===== config.mk =====
export PLATFORM = sky130hd
export DESIGN_NAME = sync_frame_receiver_checksum_top_flat
export DESIGN_NICKNAME = d
export VERILOG_FILES = /design/src/hdl/sfrc_pkg.sv /design/src/hdl/sfrc_if.sv /design/src/hdl/sfrc_ctrl.sv /design/src/hdl/sfrc_dp.sv /design/src/hdl/sync_frame_receiver_checksum_top.sv /design/src/flat_wrapper.sv
export VERILOG_INCLUDE_DIRS = /design/src /design/src/hdl
export SDC_FILE = /design/constraint.sdc
export NUM_CORES = 1
export LEC_CHECK = 0
export BUFFER_PORTS_ARGS = -buffer_cell sky130_fd_sc_hd__buf_2
export CELL_PAD_IN_SITES_DETAIL_PLACEMENT = 0
export CELL_PAD_IN_SITES_GLOBAL_PLACEMENT = 1
export CORE_ASPECT_RATIO = 1.25
export CORE_MARGIN = 2
export CORE_UTILIZATION = 30
export CTS_CLUSTER_SIZE = 20
export DETAILED_ROUTE_END_ITERATION = 7
export GPL_TIMING_DRIVEN = 0
export PLACE_DENSITY_LB_ADDON = 0.1
export SETUP_SLACK_MARGIN = 0.15
export SYNTH_ARGS = -nofsm -noshare
export SYNTH_HDL_FRONTEND = slang
export SYNTH_SLANG_ARGS = --single-unit

===== constraint.sdc =====
create_clock -name clk -period 3.8 [get_ports clk]
set_clock_uncertainty 0.2 [all_clocks]
set_input_delay 0.38 -clock clk [delete_from_list [all_inputs] [get_ports clk]]
set_output_delay 0.38 -clock clk [all_outputs]
set_load 0.02 [all_outputs]

===== src/hdl/sync_frame_receiver_checksum_top_defines.svh =====
// Assertion macros for the sync frame receiver.
// Included by sync_frame_receiver_checksum_top; no other dependencies.
`ifndef SYNC_FRAME_RECEIVER_CHECKSUM_TOP_DEFINES_SVH
`define SYNC_FRAME_RECEIVER_CHECKSUM_TOP_DEFINES_SVH

// same-cycle implication, disabled during reset
`define SFRC_ASSERT_IMP(label, clk, rst_n, ante, cons) \
	label: assert property (@(posedge clk) disable iff (!rst_n) (ante) |-> (cons)) \
		else $error("sfrc assertion failed");

// next-cycle implication, disabled during reset
`define SFRC_ASSERT_NXT(label, clk, rst_n, ante, cons) \
	label: assert property (@(posedge clk) disable iff (!rst_n) (ante) |=> (cons)) \
		else $error("sfrc assertion failed");

`endif


===== src/hdl/sfrc_pkg.sv =====
// Shared types and constants of the sync frame receiver.
// No dependencies.
`default_nettype none

package sfrc_pkg;

	typedef enum logic [2:0] {
		PH_HUNT    = 3'd0,
		PH_SYNC2   = 3'd1,
		PH_FUNC    = 3'd2,
		PH_LEN     = 3'd3,
		PH_PAYLOAD = 3'd4,
		PH_CHECK   = 3'd5
	} sfrc_phase_t;

	typedef enum logic [1:0] {
		ST_RX = 2'd0,
		ST_RD = 2'd1,
		ST_LD = 2'd2
	} sfrc_state_t;

	typedef struct packed {
		logic [7:0] sync_byte;
		logic [8:0] function_limit;
		logic [6:0] length_limit;
	} sfrc_cfg_t;

	typedef struct packed {
		logic take_byte;
		logic load_err;
		logic rd_clear;
		logic load_pay;
	} sfrc_cmd_t;

	typedef struct packed {
		logic at_check;
		logic sum_match;
		logic slot_busy;
		logic idx_last;
	} sfrc_stat_t;

	localparam logic [1:0] REG_SYNC_BYTE      = 2'd0;
	localparam logic [1:0] REG_FUNCTION_LIMIT = 2'd1;
	localparam logic [1:0] REG_LENGTH_LIMIT   = 2'd2;

	localparam logic [7:0] SYNC_BYTE_RST      = 8'hAA;
	localparam logic [8:0] FUNCTION_LIMIT_RST = 9'd241;
	localparam logic [6:0] LENGTH_LIMIT_RST   = 7'd50;

endpackage

`default_nettype wire


===== src/hdl/sfrc_if.sv =====
// Channel interfaces of the sync frame receiver: link bytes in, results out.
// No dependencies.
`default_nettype none

interface sfrc_byte_if;
	logic       valid;
	logic       ready;
	logic [7:0] rx_byte;

	modport source (output valid, output rx_byte, input ready);
	modport sink (input valid, input rx_byte, output ready);
endinterface

interface sfrc_result_if;
	logic       valid;
	logic       ready;
	logic       status;
	logic [7:0] function_code;
	logic [5:0] payload_length;
	logic [5:0] byte_index;
	logic [7:0] payload_byte;
	logic       last;

	modport source (output valid, output status, output function_code, output payload_length,
		output byte_index, output payload_byte, output last, input ready);
	modport sink (input valid, input status, input function_code, input payload_length,
		input byte_index, input payload_byte, input last, output ready);
endinterface

`default_nettype wire


===== src/hdl/sfrc_ctrl.sv =====
// Controller FSM: byte intake, then read-and-load sequencing of the payload run.
// Depends on sfrc_pkg.
`default_nettype none

module sfrc_ctrl (
	input  wire logic              clk,
	input  wire logic              arst_n,
	input  wire logic              in_valid,
	output logic                   in_ready,
	input  wire sfrc_pkg::sfrc_stat_t stat,
	output sfrc_pkg::sfrc_cmd_t    cmd
);
	import sfrc_pkg::*;

	sfrc_state_t state_q, state_d;
	logic        take;

	// checksum byte needs the output slot free (or freeing this cycle)
	assign in_ready = (state_q == ST_RX) && !(stat.at_check && stat.slot_busy);
	assign take     = in_valid && in_ready;

	always_ff @(posedge clk or negedge arst_n) begin
		if (!arst_n) begin
			state_q <= ST_RX;
		end else begin
			state_q <= state_d;
		end
	end

	always_comb begin
		state_d = state_q;
		case (state_q)
			ST_RX: begin
				if (take && stat.at_check && stat.sum_match) begin
					state_d = ST_RD;
				end
			end
			ST_RD: begin
				state_d = ST_LD;
			end
			ST_LD: begin
				if (!stat.slot_busy) begin
					state_d = stat.idx_last ? ST_RX : ST_RD;
				end
			end
			default: state_d = ST_RX;
		endcase
	end

	always_comb begin
		cmd = '0;
		case (state_q)
			ST_RX: begin
				cmd.take_byte = take;
				cmd.load_err  = take && stat.at_check && !stat.sum_match;
				cmd.rd_clear  = take && stat.at_check && stat.sum_match;
			end
			ST_RD: begin
			end
			ST_LD: begin
				cmd.load_pay = !stat.slot_busy;
			end
			default: begin
			end
		endcase
	end

endmodule

`default_nettype wire


===== src/hdl/sfrc_dp.sv =====
// Datapath: frame parser registers, running checksum, payload store, output register.
// Depends on sfrc_pkg and sfrc_if.
`default_nettype none

module sfrc_dp #(
	parameter int STORE_DEPTH = 64
) (
	input  wire logic                 clk,
	input  wire logic                 arst_n,
	input  wire sfrc_pkg::sfrc_cfg_t  cfg,
	input  wire logic [7:0]           rx_byte,
	input  wire sfrc_pkg::sfrc_cmd_t  cmd,
	output sfrc_pkg::sfrc_stat_t      stat,
	sfrc_result_if.source             frame
);
	import sfrc_pkg::*;

	localparam int         AW        = (STORE_DEPTH > 1) ? $clog2(STORE_DEPTH) : 1;
	localparam logic [8:0] DEPTH_LIM = 9'(STORE_DEPTH);

	sfrc_phase_t phase_q, phase_d;
	logic [5:0]  rem_q, rem_d;
	logic [5:0]  stored_q, stored_d;
	logic [7:0]  sum_q, sum_d;
	logic [7:0]  func_q, func_d;
	logic [5:0]  len_q, len_d;
	logic        wr_en;
	logic        len_ok;

	logic [7:0]  store_mem [STORE_DEPTH];
	logic [7:0]  rdata_q;
	logic [5:0]  idx_q;

	logic        out_valid_q;
	logic        out_status_q;
	logic [7:0]  out_func_q;
	logic [5:0]  out_len_q;
	logic [5:0]  out_idx_q;
	logic [7:0]  out_byte_q;
	logic        out_last_q;

	// length must clear both the register limit and the store depth
	assign len_ok = ({1'b0, rx_byte} < {2'b00, cfg.length_limit}) && ({1'b0, rx_byte} < DEPTH_LIM);

	always_comb begin
		phase_d  = phase_q;
		rem_d    = rem_q;
		stored_d = stored_q;
		sum_d    = sum_q;
		func_d   = func_q;
		len_d    = len_q;
		wr_en    = 1'b0;
		case (phase_q)
			PH_HUNT: begin
				if (rx_byte == cfg.sync_byte) begin
					phase_d = PH_SYNC2;
					sum_d   = rx_byte;
				end
			end
			PH_SYNC2: begin
				if (rx_byte == cfg.sync_byte) begin
					phase_d = PH_FUNC;
					sum_d   = sum_q + rx_byte;
				end else begin
					phase_d = PH_HUNT;
				end
			end
			PH_FUNC: begin
				if ({1'b0, rx_byte} < cfg.function_limit) begin
					phase_d = PH_LEN;
					func_d  = rx_byte;
					sum_d   = sum_q + rx_byte;
				end else begin
					phase_d = PH_HUNT;
				end
			end
			PH_LEN: begin
				if (len_ok) begin
					phase_d  = PH_PAYLOAD;
					len_d    = rx_byte[5:0];
					rem_d    = rx_byte[5:0];
					stored_d = '0;
					sum_d    = sum_q + rx_byte;
				end else begin
					phase_d = PH_HUNT;
				end
			end
			PH_PAYLOAD: begin
				// zero length lands here with nothing left: next byte aborts
				if (rem_q != 6'd0) begin
					wr_en    = 1'b1;
					stored_d = stored_q + 6'd1;
					rem_d    = rem_q - 6'd1;
					sum_d    = sum_q + rx_byte;
					if (rem_q == 6'd1) begin
						phase_d = PH_CHECK;
					end
				end else begin
					phase_d = PH_HUNT;
				end
			end
			PH_CHECK: phase_d = PH_HUNT;
			default:  phase_d = PH_HUNT;
		endcase
	end

	always_ff @(posedge clk or negedge arst_n) begin
		if (!arst_n) begin
			phase_q  <= PH_HUNT;
			rem_q    <= '0;
			stored_q <= '0;
			sum_q    <= '0;
			func_q   <= '0;
			len_q    <= '0;
		end else if (cmd.take_byte) begin
			phase_q  <= phase_d;
			rem_q    <= rem_d;
			stored_q <= stored_d;
			sum_q    <= sum_d;
			func_q   <= func_d;
			len_q    <= len_d;
		end
	end

	always_ff @(posedge clk) begin
		if (cmd.take_byte && wr_en) begin
			store_mem[stored_q[AW-1:0]] <= rx_byte;
		end
		rdata_q <= store_mem[idx_q[AW-1:0]];
	end

	always_ff @(posedge clk or negedge arst_n) begin
		if (!arst_n) begin
			idx_q <= '0;
		end else if (cmd.rd_clear) begin
			idx_q <= '0;
		end else if (cmd.load_pay) begin
			idx_q <= idx_q + 6'd1;
		end
	end

	always_ff @(posedge clk or negedge arst_n) begin
		if (!arst_n) begin
			out_valid_q <= 1'b0;
		end else if (cmd.load_err || cmd.load_pay) begin
			out_valid_q <= 1'b1;
		end else if (frame.ready) begin
			out_valid_q <= 1'b0;
		end
	end

	always_ff @(posedge clk) begin
		if (cmd.load_err) begin
			out_status_q <= 1'b1;
			out_func_q   <= func_q;
			out_len_q    <= len_q;
			out_idx_q    <= '0;
			out_byte_q   <= '0;
			out_last_q   <= 1'b1;
		end else if (cmd.load_pay) begin
			out_status_q <= 1'b0;
			out_func_q   <= func_q;
			out_len_q    <= len_q;
			out_idx_q    <= idx_q;
			out_byte_q   <= rdata_q;
			out_last_q   <= stat.idx_last;
		end
	end

	assign stat.at_check  = (phase_q == PH_CHECK);
	assign stat.sum_match = (sum_q == rx_byte);
	assign stat.slot_busy = out_valid_q && !frame.ready;
	assign stat.idx_last  = (6'(idx_q + 6'd1) == stored_q);

	assign frame.valid          = out_valid_q;
	assign frame.status         = out_status_q;
	assign frame.function_code  = out_func_q;
	assign frame.payload_length = out_len_q;
	assign frame.byte_index     = out_idx_q;
	assign frame.payload_byte   = out_byte_q;
	assign frame.last           = out_last_q;

endmodule

`default_nettype wire


===== src/hdl/sync_frame_receiver_checksum_top.sv =====
// Sync frame receiver with additive checksum: top level, APB registers, assertions.
// Depends on sfrc_pkg, sfrc_if, sfrc_ctrl, sfrc_dp and the defines header.
//
// Usage:
//  - link: one received byte per beat (valid/ready). Frames are sync, sync,
//    function code, length, payload, checksum (8-bit sum of all earlier bytes).
//  - frame: result beats. A good frame yields one beat per payload byte, last
//    set on the final one; a bad checksum yields a single beat with status 1.
//  - APB: sync byte at 0x0, function limit at 0x4, length limit at 0x8.
//    Write only while idle. pready is tied high.
// Timing:
//  - Header and payload bytes: taken as they arrive, link ready stays high.
//  - Checksum byte: for a good frame the result run starts after a read state
//    and a load state; an error beat is loaded straight from the checksum byte.
//    Each payload beat is a read of the payload store, then a load of the output
//    register, held while the receiver stalls; link ready is low during the run.
//  - Results sit in an output register; new bytes are taken while it waits,
//    except the checksum byte, which holds until the register is free.
//  - Receiver stall holds the current beat and pauses the run.
// Reset: parser back to sync hunt, output empty, registers to 0xAA/241/50.
// The payload store is not cleared; entries are always written before read.
`default_nettype none

`include "sync_frame_receiver_checksum_top_defines.svh"

module sync_frame_receiver_checksum_top #(
	parameter int PAYLOAD_DEPTH = 64
) (
	input  wire logic        clk,
	input  wire logic        arst_n,
	sfrc_byte_if.sink        link,
	sfrc_result_if.source    frame,
	input  wire logic        psel,
	input  wire logic        penable,
	input  wire logic        pwrite,
	input  wire logic [3:0]  paddr,
	input  wire logic [31:0] pwdata,
	output logic [31:0]      prdata,
	output logic             pready
);
	import sfrc_pkg::*;

	// store never needs more than the 6-bit length allows
	localparam int STORE_DEPTH = (PAYLOAD_DEPTH < 64) ? PAYLOAD_DEPTH : 64;

	sfrc_cfg_t  cfg_q;
	sfrc_cmd_t  cmd;
	sfrc_stat_t stat;
	logic       reg_wr;

	// APB: register written on the access phase
	assign pready = 1'b1;
	assign reg_wr = psel && penable && pwrite;

	always_ff @(posedge clk or negedge arst_n) begin
		if (!arst_n) begin
			cfg_q.sync_byte      <= SYNC_BYTE_RST;
			cfg_q.function_limit <= FUNCTION_LIMIT_RST;
			cfg_q.length_limit   <= LENGTH_LIMIT_RST;
		end else if (reg_wr) begin
			case (paddr[3:2])
				REG_SYNC_BYTE:      cfg_q.sync_byte      <= pwdata[7:0];
				REG_FUNCTION_LIMIT: cfg_q.function_limit <= pwdata[8:0];
				REG_LENGTH_LIMIT:   cfg_q.length_limit   <= pwdata[6:0];
				default: begin
				end
			endcase
		end
	end

	always_comb begin
		case (paddr[3:2])
			REG_SYNC_BYTE:      prdata = {24'd0, cfg_q.sync_byte};
			REG_FUNCTION_LIMIT: prdata = {23'd0, cfg_q.function_limit};
			REG_LENGTH_LIMIT:   prdata = {25'd0, cfg_q.length_limit};
			default:            prdata = '0;
		endcase
	end

	sfrc_ctrl u_ctrl (
		.clk      (clk),
		.arst_n   (arst_n),
		.in_valid (link.valid),
		.in_ready (link.ready),
		.stat     (stat),
		.cmd      (cmd)
	);

	sfrc_dp #(
		.STORE_DEPTH (STORE_DEPTH)
	) u_dp (
		.clk     (clk),
		.arst_n  (arst_n),
		.cfg     (cfg_q),
		.rx_byte (link.rx_byte),
		.cmd     (cmd),
		.stat    (stat),
		.frame   (frame)
	);

	// output register is never overwritten while a beat is held
	`SFRC_ASSERT_IMP(a_load_slot_free, clk, arst_n, cmd.load_err || cmd.load_pay, !stat.slot_busy)
	// no link byte is taken while a payload run is being emitted
	`SFRC_ASSERT_IMP(a_no_rx_in_run, clk, arst_n, cmd.load_pay, !link.ready)
	// a good checksum starts the run: intake closes on the next cycle
	`SFRC_ASSERT_NXT(a_run_closes_rx, clk, arst_n, cmd.rd_clear, !link.ready && !frame.valid || !link.ready)

endmodule

`default_nettype wire


===== src/flat_wrapper.sv =====
// flat-port wrapper written by rule: the top's interface ports become plain ports
module sync_frame_receiver_checksum_top_flat import sfrc_pkg::*;
#(
	parameter int PAYLOAD_DEPTH = 64
)
  (clk, arst_n, psel, penable, pwrite, paddr, pwdata, prdata, pready, link_valid, link_rx_byte, link_ready, frame_valid, frame_status, frame_function_code, frame_payload_length, frame_byte_index, frame_payload_byte, frame_last, frame_ready);
  sfrc_byte_if link_i ();
  sfrc_result_if frame_i ();
  input  wire logic clk;
  input  wire logic arst_n;
  input  wire logic psel;
  input  wire logic penable;
  input  wire logic pwrite;
  input  wire logic [3:0] paddr;
  input  wire logic [31:0] pwdata;
  output logic [31:0] prdata;
  output logic pready;
  input wire logic [$bits(link_i.valid)-1:0] link_valid;
  input wire logic [$bits(link_i.rx_byte)-1:0] link_rx_byte;
  output wire logic [$bits(link_i.ready)-1:0] link_ready;
  output wire logic [$bits(frame_i.valid)-1:0] frame_valid;
  output wire logic [$bits(frame_i.status)-1:0] frame_status;
  output wire logic [$bits(frame_i.function_code)-1:0] frame_function_code;
  output wire logic [$bits(frame_i.payload_length)-1:0] frame_payload_length;
  output wire logic [$bits(frame_i.byte_index)-1:0] frame_byte_index;
  output wire logic [$bits(frame_i.payload_byte)-1:0] frame_payload_byte;
  output wire logic [$bits(frame_i.last)-1:0] frame_last;
  input wire logic [$bits(frame_i.ready)-1:0] frame_ready;
  assign link_i.valid = link_valid;
  assign link_i.rx_byte = link_rx_byte;
  assign link_ready = link_i.ready;
  assign frame_valid = frame_i.valid;
  assign frame_status = frame_i.status;
  assign frame_function_code = frame_i.function_code;
  assign frame_payload_length = frame_i.payload_length;
  assign frame_byte_index = frame_i.byte_index;
  assign frame_payload_byte = frame_i.payload_byte;
  assign frame_last = frame_i.last;
  assign frame_i.ready = frame_ready;
  sync_frame_receiver_checksum_top #(.PAYLOAD_DEPTH(PAYLOAD_DEPTH)) u_core (.clk(clk), .arst_n(arst_n), .link(link_i), .frame(frame_i), .psel(psel), .penable(penable), .pwrite(pwrite), .paddr(paddr), .pwdata(pwdata), .prdata(prdata), .pready(pready));
endmodule

# Word-level counts from Yosys, hierarchy flattened
# Memories as Yosys holds them, arrays and structs flattened. A register that Yosys moved wholly into a read port is not among the register bits.
# Index checks and enable logic that the tools add are counted.
dict set report op_classes {
  order_cmp 3
  reduce_logical 34
  n_mux 38
  n_addsub 4
  eq_ne 21
}
# operator count
set op_table {}
lappend op_table {{8-bit 2-to-1 mux} 7}
lappend op_table {{6-bit 2-to-1 mux} 8}
lappend op_table {{8-bit case mux with 5 select lines} 1}
lappend op_table {{9-bit case mux with 3 select lines} 1}
lappend op_table {{6-bit case mux with 2 select lines} 2}
lappend op_table {{8-bit equality test} 2}
lappend op_table {{3-bit 2-to-1 mux} 5}
lappend op_table {{3-bit case mux with 5 select lines} 1}
lappend op_table {{6-bit by 1-bit adder with 6-bit output, second input constant} 2}
lappend op_table {{2-bit != test, second input constant} 6}
lappend op_table {{1-bit logical AND} 11}
lappend op_table {{8-bit by 9-bit less-than comparator with 1-bit output} 1}
lappend op_table {{3-bit AND reduction} 3}
lappend op_table {{8-bit adder} 1}
lappend op_table {{8-bit by 7-bit less-than comparator with 1-bit output} 1}
lappend op_table {{8-bit by 7-bit less-than comparator with 1-bit output, second input constant} 1}
lappend op_table {{1-bit 2-to-1 mux} 8}
lappend op_table {{2-bit 2-to-1 mux} 4}
lappend op_table {{2-bit AND reduction} 4}
lappend op_table {{2-bit nonzero test} 4}
lappend op_table {{7-bit AND reduction} 1}
lappend op_table {{3-bit by 2-bit equality test with 1-bit output, second input constant} 2}
lappend op_table {{3-bit equality test, second input constant} 2}
lappend op_table {{6-bit by 1-bit equality test with 1-bit output, second input constant} 1}
lappend op_table {{other kinds (15)} 21}
dict set report totals {
  wordCells 119
  reg_bits 100
  mem_bits_rw 512
  n_memories 1
}
# memory words word_bits read_ports rd_ports_with_merged_regs write_ports line
set mem_list {}
lappend mem_list {u_core.u_dp.store_mem 64 8 1 1 1 sfrc_dp.sv:30} ;# logic [7:0] store_mem [STORE_DEPTH];

# Depth between registers and ports, before layout
# Gate-level depths: netlist of the first run.
dict set report depth {
  depth_word 12
  mapped_depth 10
  mapped_depth_nobuf 9
}

# Cells and area by module
# From an unflattened synthesis of the first run, not the netlist that was laid out.
dict set report unflattened {
  cells_unflattened 1338
  area_unflattened_um2 25316.8
}
# module instances area_each_um2 seq_area_each_um2 cells_per_inst
set modules_own_cells {}
lappend modules_own_cells {sfrc_dp 1 23865.4 17376.7 1219}
lappend modules_own_cells {sync_frame_receiver_checksum_top 1 1322.5 615.6 107}
lappend modules_own_cells {sfrc_ctrl 1 128.9 50.0 12}

# Least setup slack after synthesis of the first run
# Ideal clock, no wire load.
dict set report synth_path {
  path_type {register -> register}
  from {register u_core.u_ctrl.state_q[1]}
  to {memory u_core.u_dp.store_mem[11][0] (enable)}
  setup_slack_ps 877
  t_required_ps 3230
  setup_time_ps 370
  synth_period_minus_slack_ps 2923
  arrival_time_ps 2353
  path_stages_with_launch 7
  n_path_buf 1
  cell_sequence {dfrtp_1 > nor3b_1 > o21ai_1 > or3_1 > or4b_1 > clkbuf_1 > nor2_1}
}
dict set report synth_via {
  elab_chain_cells 7
}
# item line
set synth_lines {}
lappend synth_lines {{start: declaration} sfrc_ctrl.sv:15} ;# sfrc_state_t state_q, state_d;
lappend synth_lines {{start signal: assignment} sfrc_ctrl.sv:26} ;# state_q <= state_d;
lappend synth_lines {{2-bit logical NOT *} {sfrc_ctrl.sv:19, sfrc_ctrl.sv:52}}
lappend synth_lines {{1-bit logical AND} sfrc_ctrl.sv:19} ;# assign in_ready = (state_q == ST_RX) && !(stat.at_check && stat.slot_busy);
lappend synth_lines {{1-bit logical AND} sfrc_ctrl.sv:20} ;# assign take = in_valid && in_ready;
lappend synth_lines {{3-bit 2-to-1 mux *} sfrc_ctrl.sv:52} ;# case (state_q)
lappend synth_lines {{1-bit logical AND *} sfrc_dp.sv:126} ;# if (cmd.take_byte && wr_en) begin
lappend synth_lines {{1-bit 2-to-1 mux *} sfrc_dp.sv:126}
lappend synth_lines {{1-bit 2-to-1 mux (implied by the code) *} sfrc_dp.sv:127} ;# store_mem[stored_q[AW-1:0]] <= rx_byte;
lappend synth_lines {{end: declaration} sfrc_dp.sv:30}
# Every way passes the cells marked *; elsewhere a longest branch is shown, timed or not.

# Worst setup path in the final report of the first run
dict set report layout_path {
  from {register u_core.u_ctrl.state_q[1]}
  to {memory u_core.u_dp.store_mem[6][5] (enable)}
}
# Same word-level chain as after synthesis.

==> results of run 1 <==
[power breakdown]
| part | leakage, nW | switching (mW) | total [mW] | internal (mW) |
|---|---|---|---|---|
| Combinational | 2.98 | 1.23 | 1.96 | 0.722 |
| Sequential | 5.78 | 0.159 | 7.82 | 7.66 |
| Clock | 1.06 | 2.69 | 6.46 | 3.78 |
| Total | 9.82 | 4.08 | 16.2 | 12.2 |
[synth_stat cells (6+ instances only)]
cell	count
dfstp_2	12
mux4_2	159
xnor2_1	10
nand3b_1	6
o21ai_0	31
buf_2	14
nand3_1	15
inv_1	25
xor2_1	16
edfxtp_1	526
o21ai_1	30
clkbuf_1	49
dfxtp_1	24
nand2_1	72
dfrtp_1	58
mux2_1	12
nor2_1	97
buf_1	7
nand2b_1	9
nor3_1	17
or3_1	8
buf_4	25
ha_1	24
a21oi_1	20
mux2_2	34
nor3b_1	6
o22ai_1	7
mux2i_1	12
nor4_1	6
[per-layer routing]
layer,track usage [%],vias up
li1,-,5887
met1,20.2,6949
met2,29.7,245
met3,2.35,95
met4,5.39,0
met5,0,-
[worst register-to-register path: stages (launching register included)]
cell	delay [ps]
dfrtp_1	440
nor3b_2	350
o21ai_2	220
or3_1	510
nor3_1	360
nand2b_1	250
clkbuf_1	360
nor2_2	530
[worst min path at each step]
| stage | start | to | slack [ps] | depth (start not counted) |
|---|---|---|---|---|
| floorplan | arst_n | u_core.cfg_q[0] | -120 | 0 |
| global placement | u_core.u_dp.rdata_q[7] | u_core.u_dp.frame.payload_byte[7] | 230 | 2 |
| detailed placement | arst_n | u_core.cfg_q[2] | 80 | 1 |
| CTS | paddr[3] | u_core.cfg_q[11] | 10 | 4 |
| global route | arst_n | u_core.cfg_q[7] | 60 | 2 |
| finish | paddr[3] | u_core.cfg_q[11] | 50 | 4 |
[logic make-up after synthesis]
logic type,share of synthesized area (%)
AND/OR/NAND/NOR,4.78
multiplexers,16.6
adder cells (fa/ha/maj),1.26
flip-flops,71.2
XOR/XNOR,0.898
AO/OA/AOI/OAI,2.85
buffers and inverters,2.39
other,0.0296
[stage by stage]
stage | cell area (um2) | setup WS (ps) | total power [mW] | util [%] | hold slack (ps)
6_report | 30200 | 226 | 16.2 | 35.9 | 50.1
5_1_grt | 30200 | -27.4 | 16.9 | 35.9 | 59.4
4_1_cts | 29900 | 2.31 | 16.4 | 35.6 | 9.91
3_5_place_dp | 27400 | -731 | 9.88 | 32.6 | 80.9
3_3_place_gp | 27100 | -713 | 9.85 | 32.3 | 228
2_1_floorplan | 25400 | 877 | 9.13 | - | -116
[sequential cells by signal, indices dropped and copies added, names as in the netlist, 2 cells and up]
signal                            count
u_core.u_dp.store_mem               512
u_core.cfg_q                         24
u_core.u_dp.frame.function_code       8
u_core.u_dp.frame.payload_byte        8
u_core.u_dp.func_q                    8
u_core.u_dp.rdata_q                   8
u_core.u_dp.sum_q                     8
u_core.u_dp.frame.byte_index          6
u_core.u_dp.frame.payload_length      6
u_core.u_dp.idx_q                     6
u_core.u_dp.len_q                     6
u_core.u_dp.rem_q                     6
u_core.u_dp.stored_q                  6
u_core.u_dp.phase_q                   3
u_core.u_ctrl.state_q                 2
[what timing repair did]
action	CTS	global route
gates resized for setup	59	38
endpoints found under the setup margin	524	370
endpoints found under the hold margin	104	0
setup buffers	2	14
pin swaps	1	9
hold buffers	17	0
[cell type report]
type                            instances  share of cell area, %
Multi-Input combinational cell        674                   23.4
Clock inverter                         30                  0.800
Timing Repair Buffer                  107                   3.16
Buffer                                 99                   1.79
Sequential cell                       620                   59.8
Tap cell                             1089                   4.52
Inverter                               25                  0.311
Clock buffer                           89                   6.29
==> results.json, run 1 <==
{
  "outcome": "complete, no violations",
  "grt_pass1_vias": 13780,
  "synth_cell_type_count": 61,
  "drtIter0Drc": 786,
  "dr_wl_met2_um": 37700,
  "dr_wl_met3_um": 2310,
  "yosys-top-cells-area": "edfxtp_1 62%, mux4_2 14%, dfrtp_1 5.7%",
  "grt_max_degree": 73,
  "routed.top_layer": "met4",
  "core_area_um2": 84000,
  "async_reset_ff_share_pct": 11.3,
  "fin_crit_ps": 3570,
  "yosysTopAreaCellShare_pct": 62.3,
  "met1_length_um": 29200,
  "synthCells": 1396,
  "dp.cells": 2581,
  "cts_tree": "yes",
  "worstPathCellList": "nor3b_2 > o21ai_2 > or3_1 > nor3_1 > nand2b_1 > clkbuf_1 > nor2_2",
  "fillers": 7939,
  "cts_buffer_depth": 3,
  "drv_slew": 0,
  "clk_pin_slew_ps": 60,
  "slew_headroom_pct": 3.46,
  "end_kind": "register",
  "die-area_um2": 86900,
  "drtPass1Iterations": 4,
  "synth_edf_count": 526,
  "gp_congestion": 0.761,
  "fin_crit_sh_pct": 94.0,
  "synth_area_um2": 25400,
  "insertion_delay_ps": 610,
  "drive_gt1_share_pct": 30.8,
  "cts_sinks": 620,
  "antenna_found_initial": 2,
  "ys_warn_count": 0,
  "htree_levels": 3,
  "seqCellArea_um2": 18000,
  "track_usage_pct": 16.4,
  "fin_nets": 1671,
  "io_buffer_count": 66,
  "cpMaxStageDelayCell": "nor2_2",
  "die_y_um": 329,
  "vias": 13176,
  "tightest_slew_ps": 1450,
  "rr_startpoint": "u_core.u_ctrl.state_q[1]",
  "max_stage_delay_ps": 530,
  "hpwl_um": 46300,
  "row_count": 119,
  "rsz0062_at_grt": "yes",
  "r2r.worst_path.cells": 7,
  "yosys.area.top_type": "edfxtp_1",
  "final_common_cell": "edfxtp_1",
  "worstReg2RegEnd": "u_core.u_dp.store_mem[6][5]",
  "hold_violations": 0,
  "grt.overflow.total": 0,
  "grt_first_pass_wirelength_um": 101000,
  "synth_flop_cell": "edfxtp_1",
  "required_ps": 3840,
  "route.antenna.remaining_nets": 0,
  "viasPerCell": 4.82,
  "hp-class": "in2reg",
  "crit_start": "u_core.u_ctrl.state_q[1]",
  "vdd.ir_drop.worst_v": 0.000283,
  "path_class": "reg2reg",
  "cp_num_cells": 7,
  "cp-start-kind": "register",
  "p_leak_nw": 9.82,
  "setup_viol": 0,
  "tns_ps": 0,
  "crit_path_max_fanout": 10,
  "seq_area_frac_synth_pct": 71.2,
  "cts_root_buffer": "clkbuf_16",
  "drv_cap": 0,
  "layout_common_cells": "526 x edfxtp_1, 159 x mux4_2, 73 x clkbuf_16",
  "r2r_slack_ps": 230,
  "ys_ff_latch": 620,
  "syn_to_final_growth_pct": 19.0,
  "path_delay_family": "simple AND/OR/NAND/NOR gates",
  "dieWidth_um": 264,
  "cts_buffers": 68,
  "finalNonFillerCells": 2733,
  "drc_errors": 0,
  "syn_avg_cell_area_um2": 18.2,
  "wl_per_cell_um": 26.0,
  "n_antenna_cell": 0,
  "crit_arrival_ps": 3610,
  "endpoint": "u_core.u_dp.store_mem[6][5]",
  "max_freq_mhz": 280,
  "ios": 116,
  "multiInputGateArea_um2": 7050,
  "wirelength_um": 71000,
  "p_per_area_nw_per_um2": 538,
  "path_buf_inv": 1,
  "start_util_pct": 30.2
}
(Power assumes the default switching activity.)
==> run 2, diff against run 1 <==
- CTS_BUF_LIST: unset -> sky130_fd_sc_hd__clkbuf_8
==> results.json, run 2 (synthesis gave the netlist of run 1 again) <==
{
  "slew_headroom_pct": 5.54,
  "grt_max_degree": 73,
  "clk_pin_slew_ps": 60,
  "row_count": 119,
  "fin_crit_ps": 3580,
  "place_area_um2": 27400,
  "largest_reg_flops": 512,
  "drc_errors": 0,
  "cts_tree": "yes",
  "fin_crit_sh_pct": 94.2,
  "hold_violations": 0,
  "route.antenna.remaining_nets": 0,
  "clkPwrFrac_pct": 36.2,
  "vias": 13390,
  "tns_ps": 0,
  "antenna_found_initial": 3,
  "cts_buffer_depth": 3,
  "p_int_mw": 11.2,
  "track_usage_pct": 16.6,
  "max_stage_delay_ps": 780,
  "fin_nets": 1712,
  "cpMaxStageDelayCell": "nor2_1",
  "cts_buffers": 102,
  "met1_length_um": 29500,
  "path_buf_inv": 0,
  "p_leak_nw": 9.89,
  "drtIter0Drc": 796,
  "wl_per_cell_um": 25.6,
  "ios": 116,
  "path_class": "reg2reg",
  "stdcell_area_um2": 30000,
  "p_comb_share_pct": 12.8,
  "core_area_um2": 84000,
  "gp_congestion": 0.761,
  "routed.top_layer": "met4",
  "wirelength_um": 71900,
  "insertion_delay_ps": 730,
  "fillers": 8016,
  "die-area_um2": 86900,
  "outcome": "complete, no violations",
  "grt_first_pass_wirelength_um": 102000,
  "dr_wl_met3_um": 2380,
  "hpwl_um": 46300,
  "layout_common_cells": "526 x edfxtp_1, 159 x mux4_2, 109 x clkbuf_8",
  "switching_share_pct": 26.8,
  "crit_path_max_fanout": 10,
  "p_per_area_nw_per_um2": 511,
  "drtPass1Iterations": 5,
  "final_common_cell": "edfxtp_1",
  "rsz0062_at_grt": "yes",
  "path_delay_family": "simple AND/OR/NAND/NOR gates",
  "p_seq_share_pct": 51.0,
  "grt_pass1_vias": 14131,
  "drive_gt1_share_pct": 31.2,
  "end_kind": "register",
  "htree_levels": 3,
  "dieWidth_um": 264,
  "max_freq_mhz": 279,
  "required_ps": 3930,
  "hp-class": "in2reg",
  "grt.overflow.total": 0,
  "crit_arrival_ps": 3710,
  "cts_root_buffer": "clkbuf_8",
  "cts_sinks": 620,
  "start_util_pct": 30.2,
  "viasPerCell": 4.76,
  "die_y_um": 329,
  "tightest_slew_ps": 1420,
  "switching_power_mw": 4.11,
  "drv_slew": 0,
  "setup_viol": 0,
  "dr_wl_met2_um": 38100,
  "syn_to_final_growth_pct": 18.4,
  "vdd.ir_drop.worst_v": 0.000254,
  "cp-start-kind": "register",
  "drv_cap": 0,
  "hold_ws_ps": 68.2,
  "worstPathCellList": "nor3b_2 > o21ai_2 > or3_1 > nor3_1 > nand2_1 > nor2_1",
  "total_power_mw": 15.3,
  "post-route-util_pct": 35.8,
  "io_buffer_count": 66
}
==> run 2: cell count changes in the layout (fill, tap and decap cells not counted), sizes merged <==
cell and delta:
diode +1, clkinvlp +5, dlygate4sd3 +8, bufinv -1, clkinv +12, clkbuf +19
inv +35
==> run 2: through the flow <==
stage / cells / setup slack, ps
CTS: 2798 / 134
detailed placement: 2581 / -731
global placement: 2573 / -713
finish: 2812 / 220
global route: 2812 / -10.6
floorplan: 1418 / 877
==> run 2: path summary, 6_finish.rpt <==
path / from / to / slack, ps / cells after the start
hold reg to reg: u_core.u_dp.rdata_q[6] / u_core.u_dp.frame.payload_byte[6] / 230 / 2
setup reg to reg: u_core.u_ctrl.state_q[1] / u_core.u_dp.store_mem[32][7] / 220 / 6
max in group asynchronous: arst_n / u_core.u_dp.len_q[5] / 1710 / 4
hold / removal: link_rx_byte[4] / u_core.u_dp.store_mem[42][4] / 70 / 2
setup / recovery: u_core.u_ctrl.state_q[1] / u_core.u_dp.store_mem[32][7] / 220 / 6
min in group asynchronous: arst_n / u_core.cfg_q[7] / 520 / 3
==> run 2: cell type report <==
cell class              instances  area, um2  area share (%)
flip-flops and latches        620      18000            60.1
multi-input cells             674       7050            23.5
clock buffers                 109       1500            4.99
well taps                    1089       1360            4.54
repair buffers                114       1030            3.42
plain buffers                  99        542            1.80
clock inverters                81        415            1.38
inverters                      25       93.8           0.312
diodes                          1       2.50         0.00833
==> run 2: worst register-to-register path: cells and delay by family, from the launching register on <==
family           cells  cell delay, ps
AND/OR/NAND/NOR      5            2340
flip-flops           1             440
AO/OA/AOI/OAI        1             220
==> run 2: timing repair <==
action	4_1_cts	5_1_grt
buffers inserted	2	13
pin swaps	1	9
gates cloned	0	0
endpoints found under the hold margin	122	0
hold buffers	25	0
resized for setup	64	34
setup endpoints to repair	524	397
==> run 2: power by group through the flow <==
| stage | sequential (mW) | combinational, mW | clock (mW) |
|---|---|---|---|
| floorplan | 7.92 | 1.21 | 0 |
| global placement | 7.96 | 1.89 | 0 |
| detailed placement | 7.96 | 1.92 | 0 |
| CTS | 7.82 | 1.99 | 5.76 |
| global route | 7.85 | 2.17 | 6.03 |
| finish | 7.82 | 1.97 | 5.55 |
==> run 2: layer usage <==
layer	GRT usage (%)	vias to the layer above
li1	-	5979
met1	20.1	7041
met2	30.1	275
met3	2.38	95
met4	5.89	0
met5	0	-
==> run 3, diff against run 2 <==
--- a/config.mk
+++ b/config.mk
@@ -9,2 +9,3 @@
 export BUFFER_PORTS_ARGS = -buffer_cell sky130_fd_sc_hd__buf_2
+export CAP_MARGIN = 25
 export CELL_PAD_IN_SITES_DETAIL_PLACEMENT = 0
==> constraint.sdc (replaced) <==
create_clock -name clk -period 3.8 [get_ports clk]
set_clock_uncertainty 0.2 [all_clocks]
set_input_delay 0.19 -clock clk [delete_from_list [all_inputs] [get_ports clk]]
set_output_delay 0.19 -clock clk [all_outputs]
set_load 0.02 [all_outputs]
==> results.json, run 3 (synthesis gave the netlist of run 1 again) <==
{
  "die_y_um": 329,
  "p_leak_nw": 9.93,
  "drc_errors": 0,
  "row_count": 119,
  "drv_slew": 0,
  "wirelength_um": 71600,
  "htree_levels": 3,
  "cts_tree": "yes",
  "setup_viol": 0,
  "worstPathCellList": "nor3b_2 > o21ai_2 > or3_1 > nor3_1 > nand2b_1 > clkbuf_1 > nor2_2",
  "io_buffer_count": 66,
  "worstReg2RegEnd": "u_core.u_dp.store_mem[7][4]",
  "finalNonFillerCells": 2822,
  "vdd.ir_drop.worst_v": 0.000246,
  "cts_root_buffer": "clkbuf_8",
  "fin_crit_ps": 3530,
  "setup_slack_ps": 270,
  "final_common_cell": "edfxtp_1",
  "cts_buffers": 103,
  "grt.overflow.total": 0,
  "crit_arrival_ps": 3690,
  "hpwl_um": 47100,
  "die-area_um2": 86900,
  "cts_buffer_depth": 3,
  "drive_gt1_share_pct": 31.1,
  "vias": 13511,
  "antenna_found_initial": 2,
  "start_util_pct": 30.2,
  "route.antenna.remaining_nets": 0,
  "syn_to_final_growth_pct": 18.8,
  "path_delay_family": "simple AND/OR/NAND/NOR gates",
  "hp-start": "pwrite",
  "post-route-util_pct": 35.9,
  "viasPerCell": 4.79,
  "dp.cells": 2588,
  "core_area_um2": 84000,
  "drtPass1Iterations": 4,
  "cts_sinks": 620,
  "holdPathEnd": "u_core.cfg_q[2]",
  "fin_crit_sh_pct": 92.9,
  "holdPathStages": 5,
  "drv_cap": 0,
  "rsz0062_at_grt": "yes",
  "tns_ps": 0,
  "end_kind": "register",
  "grt_max_degree": 73,
  "track_usage_pct": 16.6,
  "total_power_mw": 15.6,
  "cpMaxStageDelayCell": "nor2_2",
  "max_freq_mhz": 283,
  "ios": 116,
  "largest_reg_flops": 512,
  "layout_common_cells": "526 x edfxtp_1, 159 x mux4_2, 106 x clkbuf_8",
  "tightest_slew_ps": 1230,
  "clk_pin_slew_ps": 60,
  "cp_num_cells": 7,
  "r2r_slack_ps": 270,
  "p_per_area_nw_per_um2": 517,
  "preCtsSetupSlack_ps": -447,
  "required_ps": 3960,
  "crit_start": "u_core.u_ctrl.state_q[1]",
  "max_stage_delay_ps": 530,
  "grt_first_pass_wirelength_um": 101000,
  "slew_headroom_pct": 18.0,
  "path_buf_inv": 1,
  "outcome": "complete, no violations",
  "crit_path_max_fanout": 10,
  "gp_congestion": 0.761,
  "dieWidth_um": 264,
  "hold_violations": 0,
  "grt_pass1_vias": 14213,
  "cp-start-kind": "register",
  "hp-class": "in2reg",
  "fin_nets": 1724,
  "rr_startpoint": "u_core.u_ctrl.state_q[1]",
  "drtIter0Drc": 836,
  "r2r.worst_path.cells": 7,
  "wl_per_cell_um": 25.4,
  "insertion_delay_ps": 720,
  "path_class": "reg2reg"
}
==> run 3: cell count changes in the layout (fill, tap and decap cells not counted), moves of 3 or more <==
cell	delta
buf_12	-7
buf_8	+6
bufinv_16	+3
clkbuf_8	-3
clkinvlp_4	-3
dlygate4sd3_1	+9
inv_1	-6
nor2_2	+4
nor2_4	-5
==> run 3: stage by stage <==
step	hold WS (ps)	area, um2
after global routing	62.5	30100
final	66.5	30100
after CTS	4.24	30000
after floorplan	-306	25400
after detailed placement	-109	27500
after global placement	228	27100
==> run 3: layer usage <==
layer | share of wire, % | vias to the layer above | global-route usage (%) | routed length, um
met1 | 41 | 7126 | 20.1 | 29300
met4 | 3.1 | 0 | 6.63 | 2220
met2 | 53 | 276 | 29.6 | 37600
li1 | - | 6015 | - | -
met5 | 0 | - | 0 | 0
met3 | 3.5 | 94 | 2.50 | 2480
==> run 3: area by class of cell <==
cell class,count,area [um2]
Fill cell,8012,53800
Clock buffer,106,1460
Inverter,25,93.8
Tap cell,1089,1360
Multi-Input combinational cell,674,7020
Timing Repair Buffer,125,1090
Antenna cell,2,5.00
Sequential cell,620,18000
Buffer,99,537
Clock inverter,82,517
==> run 3: what timing repair did <==
action / CTS / global route
setup endpoints to repair: 522 / 229
endpoints found under the hold margin: 591 / 0
hold buffers: 34 / 0
gates resized for setup: 69 / 18
pin swaps: 1 / 2
buffers inserted: 3 / 4
==> run 3: worst max-delay path by stage <==
stage and end:
2_1_floorplan u_core.u_dp.store_mem[11][0], 3_3_place_gp u_core.u_dp.rdata_q[6], 3_5_place_dp u_core.u_dp.rdata_q[6], 4_1_cts u_core.u_dp.rdata_q[6], 5_1_grt u_core.u_dp.store_mem[38][5], 6_report u_core.u_dp.store_mem[7][4]
==> run 3: power by group <==
| group | switching [mW] | internal [mW] |
|---|---|---|
| Clock | 2.73 | 3.01 |
| Sequential | 0.158 | 7.66 |
| Combinational | 1.24 | 0.770 |
| Total | 4.13 | 11.4 |
==> run 3: worst min-delay path, cell delays in order <==
cell,delay [ps]
buf_2,100
nand3_1,80
nor2_1,40
nand2_1,310
mux2_2,230
